[src/sv/spq_pkg.sv]
`timescale 1ns / 1ps
`default_nettype none

package spq_pkg;

   localparam int CAPACITY_DEF = 16;
   localparam int DATA_W       = 32;
   localparam int PRIO_W       = 16;
   localparam int CMD_W        = 2;
   localparam int COUNT_W      = 5;

   localparam logic [CMD_W-1:0] OP_ENQ  = 2'd0;
   localparam logic [CMD_W-1:0] OP_DEQ  = 2'd1;
   localparam logic [CMD_W-1:0] OP_PEEK = 2'd2;

   typedef struct packed {
      logic             exec;
      logic [CMD_W-1:0] op;
   } dp_cmd_type;

endpackage

`default_nettype wire

[src/sv/spq_control.sv]
`timescale 1ns / 1ps
`default_nettype none

module spq_control (
   input  wire logic               clock,
   input  wire logic               reset,
   input  wire logic               req_valid,
   output logic                    req_ready,
   input  wire logic [spq_pkg::CMD_W-1:0] req_cmd,
   output logic                    rsp_valid,
   input  wire logic               rsp_ready,
   output spq_pkg::dp_cmd_type     dp_cmd
);
   import spq_pkg::*;

   typedef enum logic {
      ST_IDLE,
      ST_RESULT
   } state_type;

   state_type state_ff;
   state_type state_in;
   logic      accept;

   assign req_ready = !reset && ((state_ff == ST_IDLE) || rsp_ready);
   assign accept    = req_valid && req_ready;
   assign rsp_valid = (state_ff == ST_RESULT);

   assign dp_cmd.exec = accept;
   assign dp_cmd.op   = req_cmd;

   always_comb begin
      state_in = state_ff;
      case (state_ff)
         ST_IDLE: begin
            if (accept) begin
               state_in = ST_RESULT;
            end
         end
         ST_RESULT: begin
            if (rsp_ready && !accept) begin
               state_in = ST_IDLE;
            end
         end
         default: begin
            state_in = ST_IDLE;
         end
      endcase
   end

   always_ff @(posedge clock) begin
      if (reset) begin
         state_ff <= ST_IDLE;
      end else begin
         state_ff <= state_in;
      end
   end

endmodule

`default_nettype wire

[src/sv/spq_datapath.sv]
`timescale 1ns / 1ps
`default_nettype none

module spq_datapath #(
   parameter int CAPACITY = spq_pkg::CAPACITY_DEF
) (
   input  wire logic                               clock,
   input  wire logic                               reset,
   input  wire spq_pkg::dp_cmd_type                dp_cmd,
   input  wire logic signed [spq_pkg::DATA_W-1:0]  in_data,
   input  wire logic signed [spq_pkg::PRIO_W-1:0]  in_priority,
   output logic                                    rsp_ok,
   output logic signed [spq_pkg::DATA_W-1:0]       rsp_head_data,
   output logic signed [spq_pkg::PRIO_W-1:0]       rsp_head_priority,
   output logic [spq_pkg::COUNT_W-1:0]             rsp_entry_count,
   output logic                                    rsp_is_empty,
   output logic                                    rsp_is_full
);
   import spq_pkg::*;

   localparam int CW = $clog2(CAPACITY + 1);

   logic signed [DATA_W-1:0] slot_data_ff [CAPACITY];
   logic signed [PRIO_W-1:0] slot_prio_ff [CAPACITY];
   logic signed [DATA_W-1:0] slot_data_in [CAPACITY];
   logic signed [PRIO_W-1:0] slot_prio_in [CAPACITY];
   logic signed [DATA_W-1:0] prev_data    [CAPACITY];
   logic signed [PRIO_W-1:0] prev_prio    [CAPACITY];
   logic signed [DATA_W-1:0] next_data    [CAPACITY];
   logic signed [PRIO_W-1:0] next_prio    [CAPACITY];
   logic [CAPACITY-1:0]      lt;
   logic [CAPACITY-1:0]      lt_prev;

   logic [CW-1:0] count_ff;
   logic [CW-1:0] count_in;
   logic          empty;
   logic          full;
   logic          op_ok;
   logic          do_enq;
   logic          do_deq;

   logic                     ok_ff;
   logic signed [DATA_W-1:0] head_data_ff;
   logic signed [PRIO_W-1:0] head_prio_ff;
   logic [CW-1:0]            out_count_ff;

   assign empty = (count_ff == '0);
   assign full  = (count_ff == CW'(CAPACITY));

   always_comb begin
      op_ok = 1'b0;
      case (dp_cmd.op)
         OP_ENQ:  op_ok = !full;
         OP_DEQ:  op_ok = !empty;
         OP_PEEK: op_ok = !empty;
         default: op_ok = 1'b0;
      endcase
   end

   assign do_enq = dp_cmd.exec && op_ok && (dp_cmd.op == OP_ENQ);
   assign do_deq = dp_cmd.exec && op_ok && (dp_cmd.op == OP_DEQ);

   for (genvar k = 0; k < CAPACITY; k++) begin : g_slot
      assign lt[k] = (CW'(k) < count_ff) && (slot_prio_ff[k] < in_priority);
      if (k == 0) begin : g_first
         assign prev_data[k] = in_data;
         assign prev_prio[k] = in_priority;
         assign lt_prev[k]   = 1'b0;
      end else begin : g_inner
         assign prev_data[k] = slot_data_ff[k-1];
         assign prev_prio[k] = slot_prio_ff[k-1];
         assign lt_prev[k]   = lt[k-1];
      end
      if (k == CAPACITY - 1) begin : g_last
         assign next_data[k] = slot_data_ff[k];
         assign next_prio[k] = slot_prio_ff[k];
      end else begin : g_below
         assign next_data[k] = slot_data_ff[k+1];
         assign next_prio[k] = slot_prio_ff[k+1];
      end
   end

   always_comb begin
      for (int k = 0; k < CAPACITY; k++) begin
         slot_data_in[k] = slot_data_ff[k];
         slot_prio_in[k] = slot_prio_ff[k];
         if (do_enq) begin
            if (lt_prev[k]) begin
               slot_data_in[k] = prev_data[k];
               slot_prio_in[k] = prev_prio[k];
            end else if (lt[k] || (CW'(k) == count_ff)) begin
               slot_data_in[k] = in_data;
               slot_prio_in[k] = in_priority;
            end
         end else if (do_deq) begin
            slot_data_in[k] = next_data[k];
            slot_prio_in[k] = next_prio[k];
         end
      end
   end

   always_comb begin
      count_in = count_ff;
      if (do_enq) begin
         count_in = count_ff + CW'(1);
      end else if (do_deq) begin
         count_in = count_ff - CW'(1);
      end
   end

   always_ff @(posedge clock) begin
      for (int k = 0; k < CAPACITY; k++) begin
         slot_data_ff[k] <= slot_data_in[k];
         slot_prio_ff[k] <= slot_prio_in[k];
      end
   end

   always_ff @(posedge clock) begin
      if (reset) begin
         count_ff <= '0;
      end else begin
         count_ff <= count_in;
      end
   end

   always_ff @(posedge clock) begin
      if (dp_cmd.exec) begin
         ok_ff        <= op_ok;
         out_count_ff <= count_in;
         if (op_ok && (dp_cmd.op != OP_ENQ)) begin
            head_data_ff <= slot_data_ff[0];
            head_prio_ff <= slot_prio_ff[0];
         end else begin
            head_data_ff <= '0;
            head_prio_ff <= '0;
         end
      end
   end

   logic [CW+COUNT_W-1:0] count_ext;

   assign count_ext         = {{COUNT_W{1'b0}}, out_count_ff};
   assign rsp_ok            = ok_ff;
   assign rsp_head_data     = head_data_ff;
   assign rsp_head_priority = head_prio_ff;
   assign rsp_entry_count   = count_ext[COUNT_W-1:0];
   assign rsp_is_empty      = (out_count_ff == '0);
   assign rsp_is_full       = (out_count_ff == CW'(CAPACITY));

endmodule

`default_nettype wire

[src/sv/sorted_priority_queue_unit.sv]
// Bounded priority queue of CAPACITY entries kept sorted by descending signed
// priority; equal priorities leave in arrival order. Each request (enqueue,
// dequeue, peek; other codes are refused) yields one response with success,
// head pair, entry count and empty/full flags. Every slot compares its
// priority with the incoming one and shifts in parallel, so one request is
// accepted per cycle while each response is taken when offered, and the
// response register lets the next request enter while the previous response
// is still being taken. entry_count shows the count modulo 32.
`timescale 1ns / 1ps
`default_nettype none

module sorted_priority_queue_unit #(
   parameter int CAPACITY = spq_pkg::CAPACITY_DEF
) (
   input  wire logic                              clock,
   input  wire logic                              reset,
   input  wire logic                              req_valid,
   output logic                                   req_ready,
   input  wire logic [spq_pkg::CMD_W-1:0]         req_cmd,
   input  wire logic signed [spq_pkg::DATA_W-1:0] req_in_data,
   input  wire logic signed [spq_pkg::PRIO_W-1:0] req_in_priority,
   output logic                                   rsp_valid,
   input  wire logic                              rsp_ready,
   output logic                                   rsp_ok,
   output logic signed [spq_pkg::DATA_W-1:0]      rsp_head_data,
   output logic signed [spq_pkg::PRIO_W-1:0]      rsp_head_priority,
   output logic [spq_pkg::COUNT_W-1:0]            rsp_entry_count,
   output logic                                   rsp_is_empty,
   output logic                                   rsp_is_full
);
   import spq_pkg::*;

   dp_cmd_type dp_cmd;

   spq_control u_control (
      .clock     (clock),
      .reset     (reset),
      .req_valid (req_valid),
      .req_ready (req_ready),
      .req_cmd   (req_cmd),
      .rsp_valid (rsp_valid),
      .rsp_ready (rsp_ready),
      .dp_cmd    (dp_cmd)
   );

   spq_datapath #(
      .CAPACITY (CAPACITY)
   ) u_datapath (
      .clock             (clock),
      .reset             (reset),
      .dp_cmd            (dp_cmd),
      .in_data           (req_in_data),
      .in_priority       (req_in_priority),
      .rsp_ok            (rsp_ok),
      .rsp_head_data     (rsp_head_data),
      .rsp_head_priority (rsp_head_priority),
      .rsp_entry_count   (rsp_entry_count),
      .rsp_is_empty      (rsp_is_empty),
      .rsp_is_full       (rsp_is_full)
   );

   a_accept_gives_rsp: assert property (@(posedge clock) disable iff (reset)
      (req_valid && req_ready) |=> rsp_valid)
      else $error("accepted request produced no response");

   a_refused_head_zero: assert property (@(posedge clock) disable iff (reset)
      (rsp_valid && !rsp_ok) |-> (rsp_head_data == '0 && rsp_head_priority == '0))
      else $error("refused response carries a head value");

   a_flags_exclusive: assert property (@(posedge clock) disable iff (reset)
      rsp_valid |-> !(rsp_is_empty && rsp_is_full))
      else $error("response both empty and full");

   a_empty_count: assert property (@(posedge clock) disable iff (reset)
      (rsp_valid && rsp_is_empty) |-> (rsp_entry_count == '0))
      else $error("empty response with nonzero count");

endmodule

`default_nettype wire

[config.mk]
export PLATFORM = sky130hd
export DESIGN_NAME = sorted_priority_queue_unit
export DESIGN_NICKNAME = d
export VERILOG_FILES = /design/src/sv/spq_pkg.sv /design/src/sv/spq_control.sv /design/src/sv/spq_datapath.sv /design/src/sv/sorted_priority_queue_unit.sv
export SDC_FILE = /design/constraint.sdc
export NUM_CORES = 2
export LEC_CHECK = 0
export BUFFER_PORTS_ARGS = -buffer_cell sky130_fd_sc_hd__buf_4
export CAP_MARGIN = 10
export CELL_PAD_IN_SITES_DETAIL_PLACEMENT = 0
export CELL_PAD_IN_SITES_GLOBAL_PLACEMENT = 1
export CORE_ASPECT_RATIO = 1.25
export CORE_MARGIN = 2
export CORE_UTILIZATION = 45
export DETAILED_ROUTE_END_ITERATION = 8
export PLACE_DENSITY = 0.79
export SYNTH_ARGS = -nofsm -noshare
export SYNTH_HDL_FRONTEND = slang
export SYNTH_SLANG_ARGS = --single-unit
[constraint.sdc]
create_clock -name clock -period 10.77 [get_ports clock]
set_input_delay 1.6155 -clock clock [delete_from_list [all_inputs] [get_ports clock]]
set_output_delay 1.6155 -clock clock [all_outputs]
set_load 0.05 [all_outputs]
==> reports/qor.txt <==
run status = finished, final reports clean
P&R area growth vs syn = 9.740%
IO Count = 112
vias in the first global route = 39,876
Crit Path Max Fanout = 49
RSZ-0062 raised after global routing = no
global-route wire length before repair = 232,800 um
setup_tns = 0 ps
CP dominant cell by count = buf_4
worst path required time = 11,090 ps
critical path type = primary input to register
H-tree Lvls = 3
prevailing post-synth register cell = edfxtp_1
CP Buf/Inv Count = 6
DR WL/cell = 25.71 um
sequential area share after synthesis = 0.5100
CP Cell Sequence = buf_4 > inv_1 > buf_4 > ha_1 > a2111oi_0 > o311ai_1 > o21a_1 > buf_4 > or3_1 > buf_4 > a41oi_4 > buf_4
Max Transition Viols Final = 0
gr ovfl total = 0
Skew-Pair Late Insertion Delay = 700 ps
CTS Hold Bufs = 0
relative slew slack = 0.2093
Worst-Margin Slew = 1183 ps
slowest stage delay, CP = 730 ps
Die Span Y = 371.6 um
diode count = 0
# DRC = 0
PwrDens = 137.4 nW/um2
post-layout net count = 4,693
ANT nets after route = 0
Initial Utilization = 0.4547
TritonCTS clock tree = yes
HPWL after detailed placement = 99,960 um
placed insts = 5,729
die width = 298.0 um
Seq cells post-synth = 828
Core Area = 107,000 um2
final hold vios = 0
maximum clock frequency = 188.9 MHz
CP max stage cell = or3_1
critical path endpoint category = register
post-synthesis net count = 4,918
largest net degree at the start of global routing = 221
initial antenna violation count = 0
GPL Wtd Cong = 0.8498
Post-synth EDFFs = 822
post-synth top area cell = edfxtp_1
element type at the critical path start = primary input
clock sinks = 828
initial drt markers = 3,909
drt first pass iters = 5
synthesized cell area = 48,640 um2
GRT Overall Usage = 0.2650
clock buffer depth = 3
setup bufs post-CTS = 0
final non-filler cell total = 5,890
Tmin final = 5295 ps
max-cap check violation count = 0
worst-case clock skew = 29.91 ps
Cells after Synth = 4,616
top cells by area, synth = edfxtp_1, a221o_1, nand2_1, o211ai_1, ha_1
Setup violations, final = 0
CTS Root Cell = clkbuf_16
Die Area = 110,700 um2
CP arrival = 5610 ps
via count = 39,065
top-area cell type share of the netlist area = 0.5075
leak pwr = 0.01710 uW
maximum VDD drop = 0.1262 mV
row count = 134
delay-heaviest family, CP = buffers and inverters
Via density = 6.632
WL final = 151,500 um
Worst Hold Class = register to register
most frequent cells in the layout = nand2_1, edfxtp_1, o211ai_1
Yosys cell types = 72
commonest non-fill, non-tap cell in the layout = nand2_1
I/O Buffers = 111
asr flop ratio synth = 0
Final period util = 0.4916
Clock Pin Slew Worst Setup and Hold Paths = 60 ps
share of cells above drive strength 1 = 0.1042
synth warn = 0
Syn Area/Cell = 10.54 um2
post-CTS sizing = 0
cts bufs inserted = 88
-- final cells by class --
| type | instances | area, um2 |
|---|---|---|
| Timing Repair Buffer | 208 | 1612 |
| Tap cell | 1428 | 1787 |
| Clock buffer | 100 | 2277 |
| Multi-Input combinational cell | 3237 | 21980 |
| Clock inverter | 61 | 810.8 |
| Sequential cell | 828 | 24800 |
| Fill cell | 9883 | 53600 |
| Inverter | 28 | 105.1 |
-- flip-flops by register name (all words and copies together) (netlist names) --
| register | cells |
|---|---|
| u_datapath.slot_data_ff | 512 |
| u_datapath.slot_prio_ff | 256 |
| u_datapath.rsp_head_data | 32 |
| u_datapath.rsp_head_priority | 16 |
| u_datapath.count_ff | 5 |
| u_datapath.rsp_entry_count | 5 |
| u_control.rsp_valid | 1 |
| u_datapath.rsp_ok | 1 |
-- through the flow --
step / setup WS, ps / hold WS, ps / power [uW] / cell area, um2 / utilization
6_report: 5475 / 552.9 / 7331 / 53370 / 0.4990
5_1_grt: 5123 / 567.2 / 7516 / 53370 / 0.4990
4_1_cts: 5560 / 553.9 / 7371 / 53370 / 0.4990
3_5_place_dp: 4932 / 536.1 / 4051 / 50280 / 0.4701
3_3_place_gp: 4850 / 530.5 / 4041 / 50280 / 0.4701
2_1_floorplan: 2829 / 520.5 / 3914 / 48640 / -
-- cell families after synthesis --
group	synth area share
fa+ha+maj	0.06380
compound gates	0.2419
xor+xnor	0.0007203
flops	0.5100
buf+inv	0.04746
simple gates	0.1244
mux	0.01176
-- worst register-to-register path, cell delays in order (launching register included) --
cell and delay, ps:
dfxtp_1 620, inv_1 190, ha_1 270, nor3b_1 160
a2111o_1 530, nor3b_4 190, buf_4 600, buf_12 780
buf_4 800, nand2_1 140, a21oi_1 210, a221o_1 140
-- worst paths after layout --
kind / startpoint / end / slack, ps / depth (start not counted)
setup / recovery: req_in_priority[1] / u_datapath.slot_data_ff[0][243]$_DFFE_PP_ / 5470 / 12
hold / removal: u_datapath.slot_data_ff[0][53]$_DFFE_PP_ / u_datapath.slot_data_ff[0][21]$_DFFE_PP_ / 550 / 1
setup reg to reg: u_datapath.count_ff[1]$_SDFF_PP0_ / u_datapath.slot_data_ff[0][81]$_DFFE_PP_ / 6010 / 11
hold reg to reg: u_datapath.slot_data_ff[0][53]$_DFFE_PP_ / u_datapath.slot_data_ff[0][21]$_DFFE_PP_ / 550 / 1
-- report_power, final --
group | internal [uW] | switching (uW)
clock | 1940 | 1400
combinational | 137 | 270
sequential | 3550 | 26.3
total | 5630 | 1700
-- metal layers --
metal  part of all wire  global-route usage  vias up
met2               0.53              0.4903     1394
met3              0.042             0.02489      420
li1                   -                   -    17552
met5                  0                   0        -
met1               0.38              0.3079    19699
met4              0.044              0.1250        0
-- synthesized netlist by cell type (all sizes together), types with 3 or more instances --
| cell | count |
|---|---|
| nand2 | 993 |
| edfxtp | 822 |
| o211ai | 418 |
| a21oi | 410 |
| a221o | 407 |
| clkbuf | 350 |
| ha | 248 |
| buf | 173 |
| o31ai | 128 |
| and2 | 91 |
| nor4 | 69 |
| a21o | 64 |
| mux2 | 49 |
| nor2 | 48 |
| o21ai | 44 |
| inv | 28 |
| nand4 | 26 |
| and4 | 23 |
| o21a | 21 |
| nand2b | 20 |
| nand3 | 20 |
| a41oi | 13 |
| nor2b | 12 |
| nor3 | 11 |
| or3 | 11 |
| and3 | 10 |
| a2111oi | 9 |
| a211o | 9 |
| a211oi | 6 |
| a31oi | 6 |
| dfxtp | 6 |
| o311ai | 6 |
| or2 | 6 |
| a221oi | 5 |
| nor3b | 5 |
| a311o | 4 |
| or4b | 4 |
| xnor2 | 4 |
| a2111o | 3 |
| a32oi | 3 |
| nand3b | 3 |
| nand4b | 3 |
Note: power is estimated with default switching activity, not from simulation.
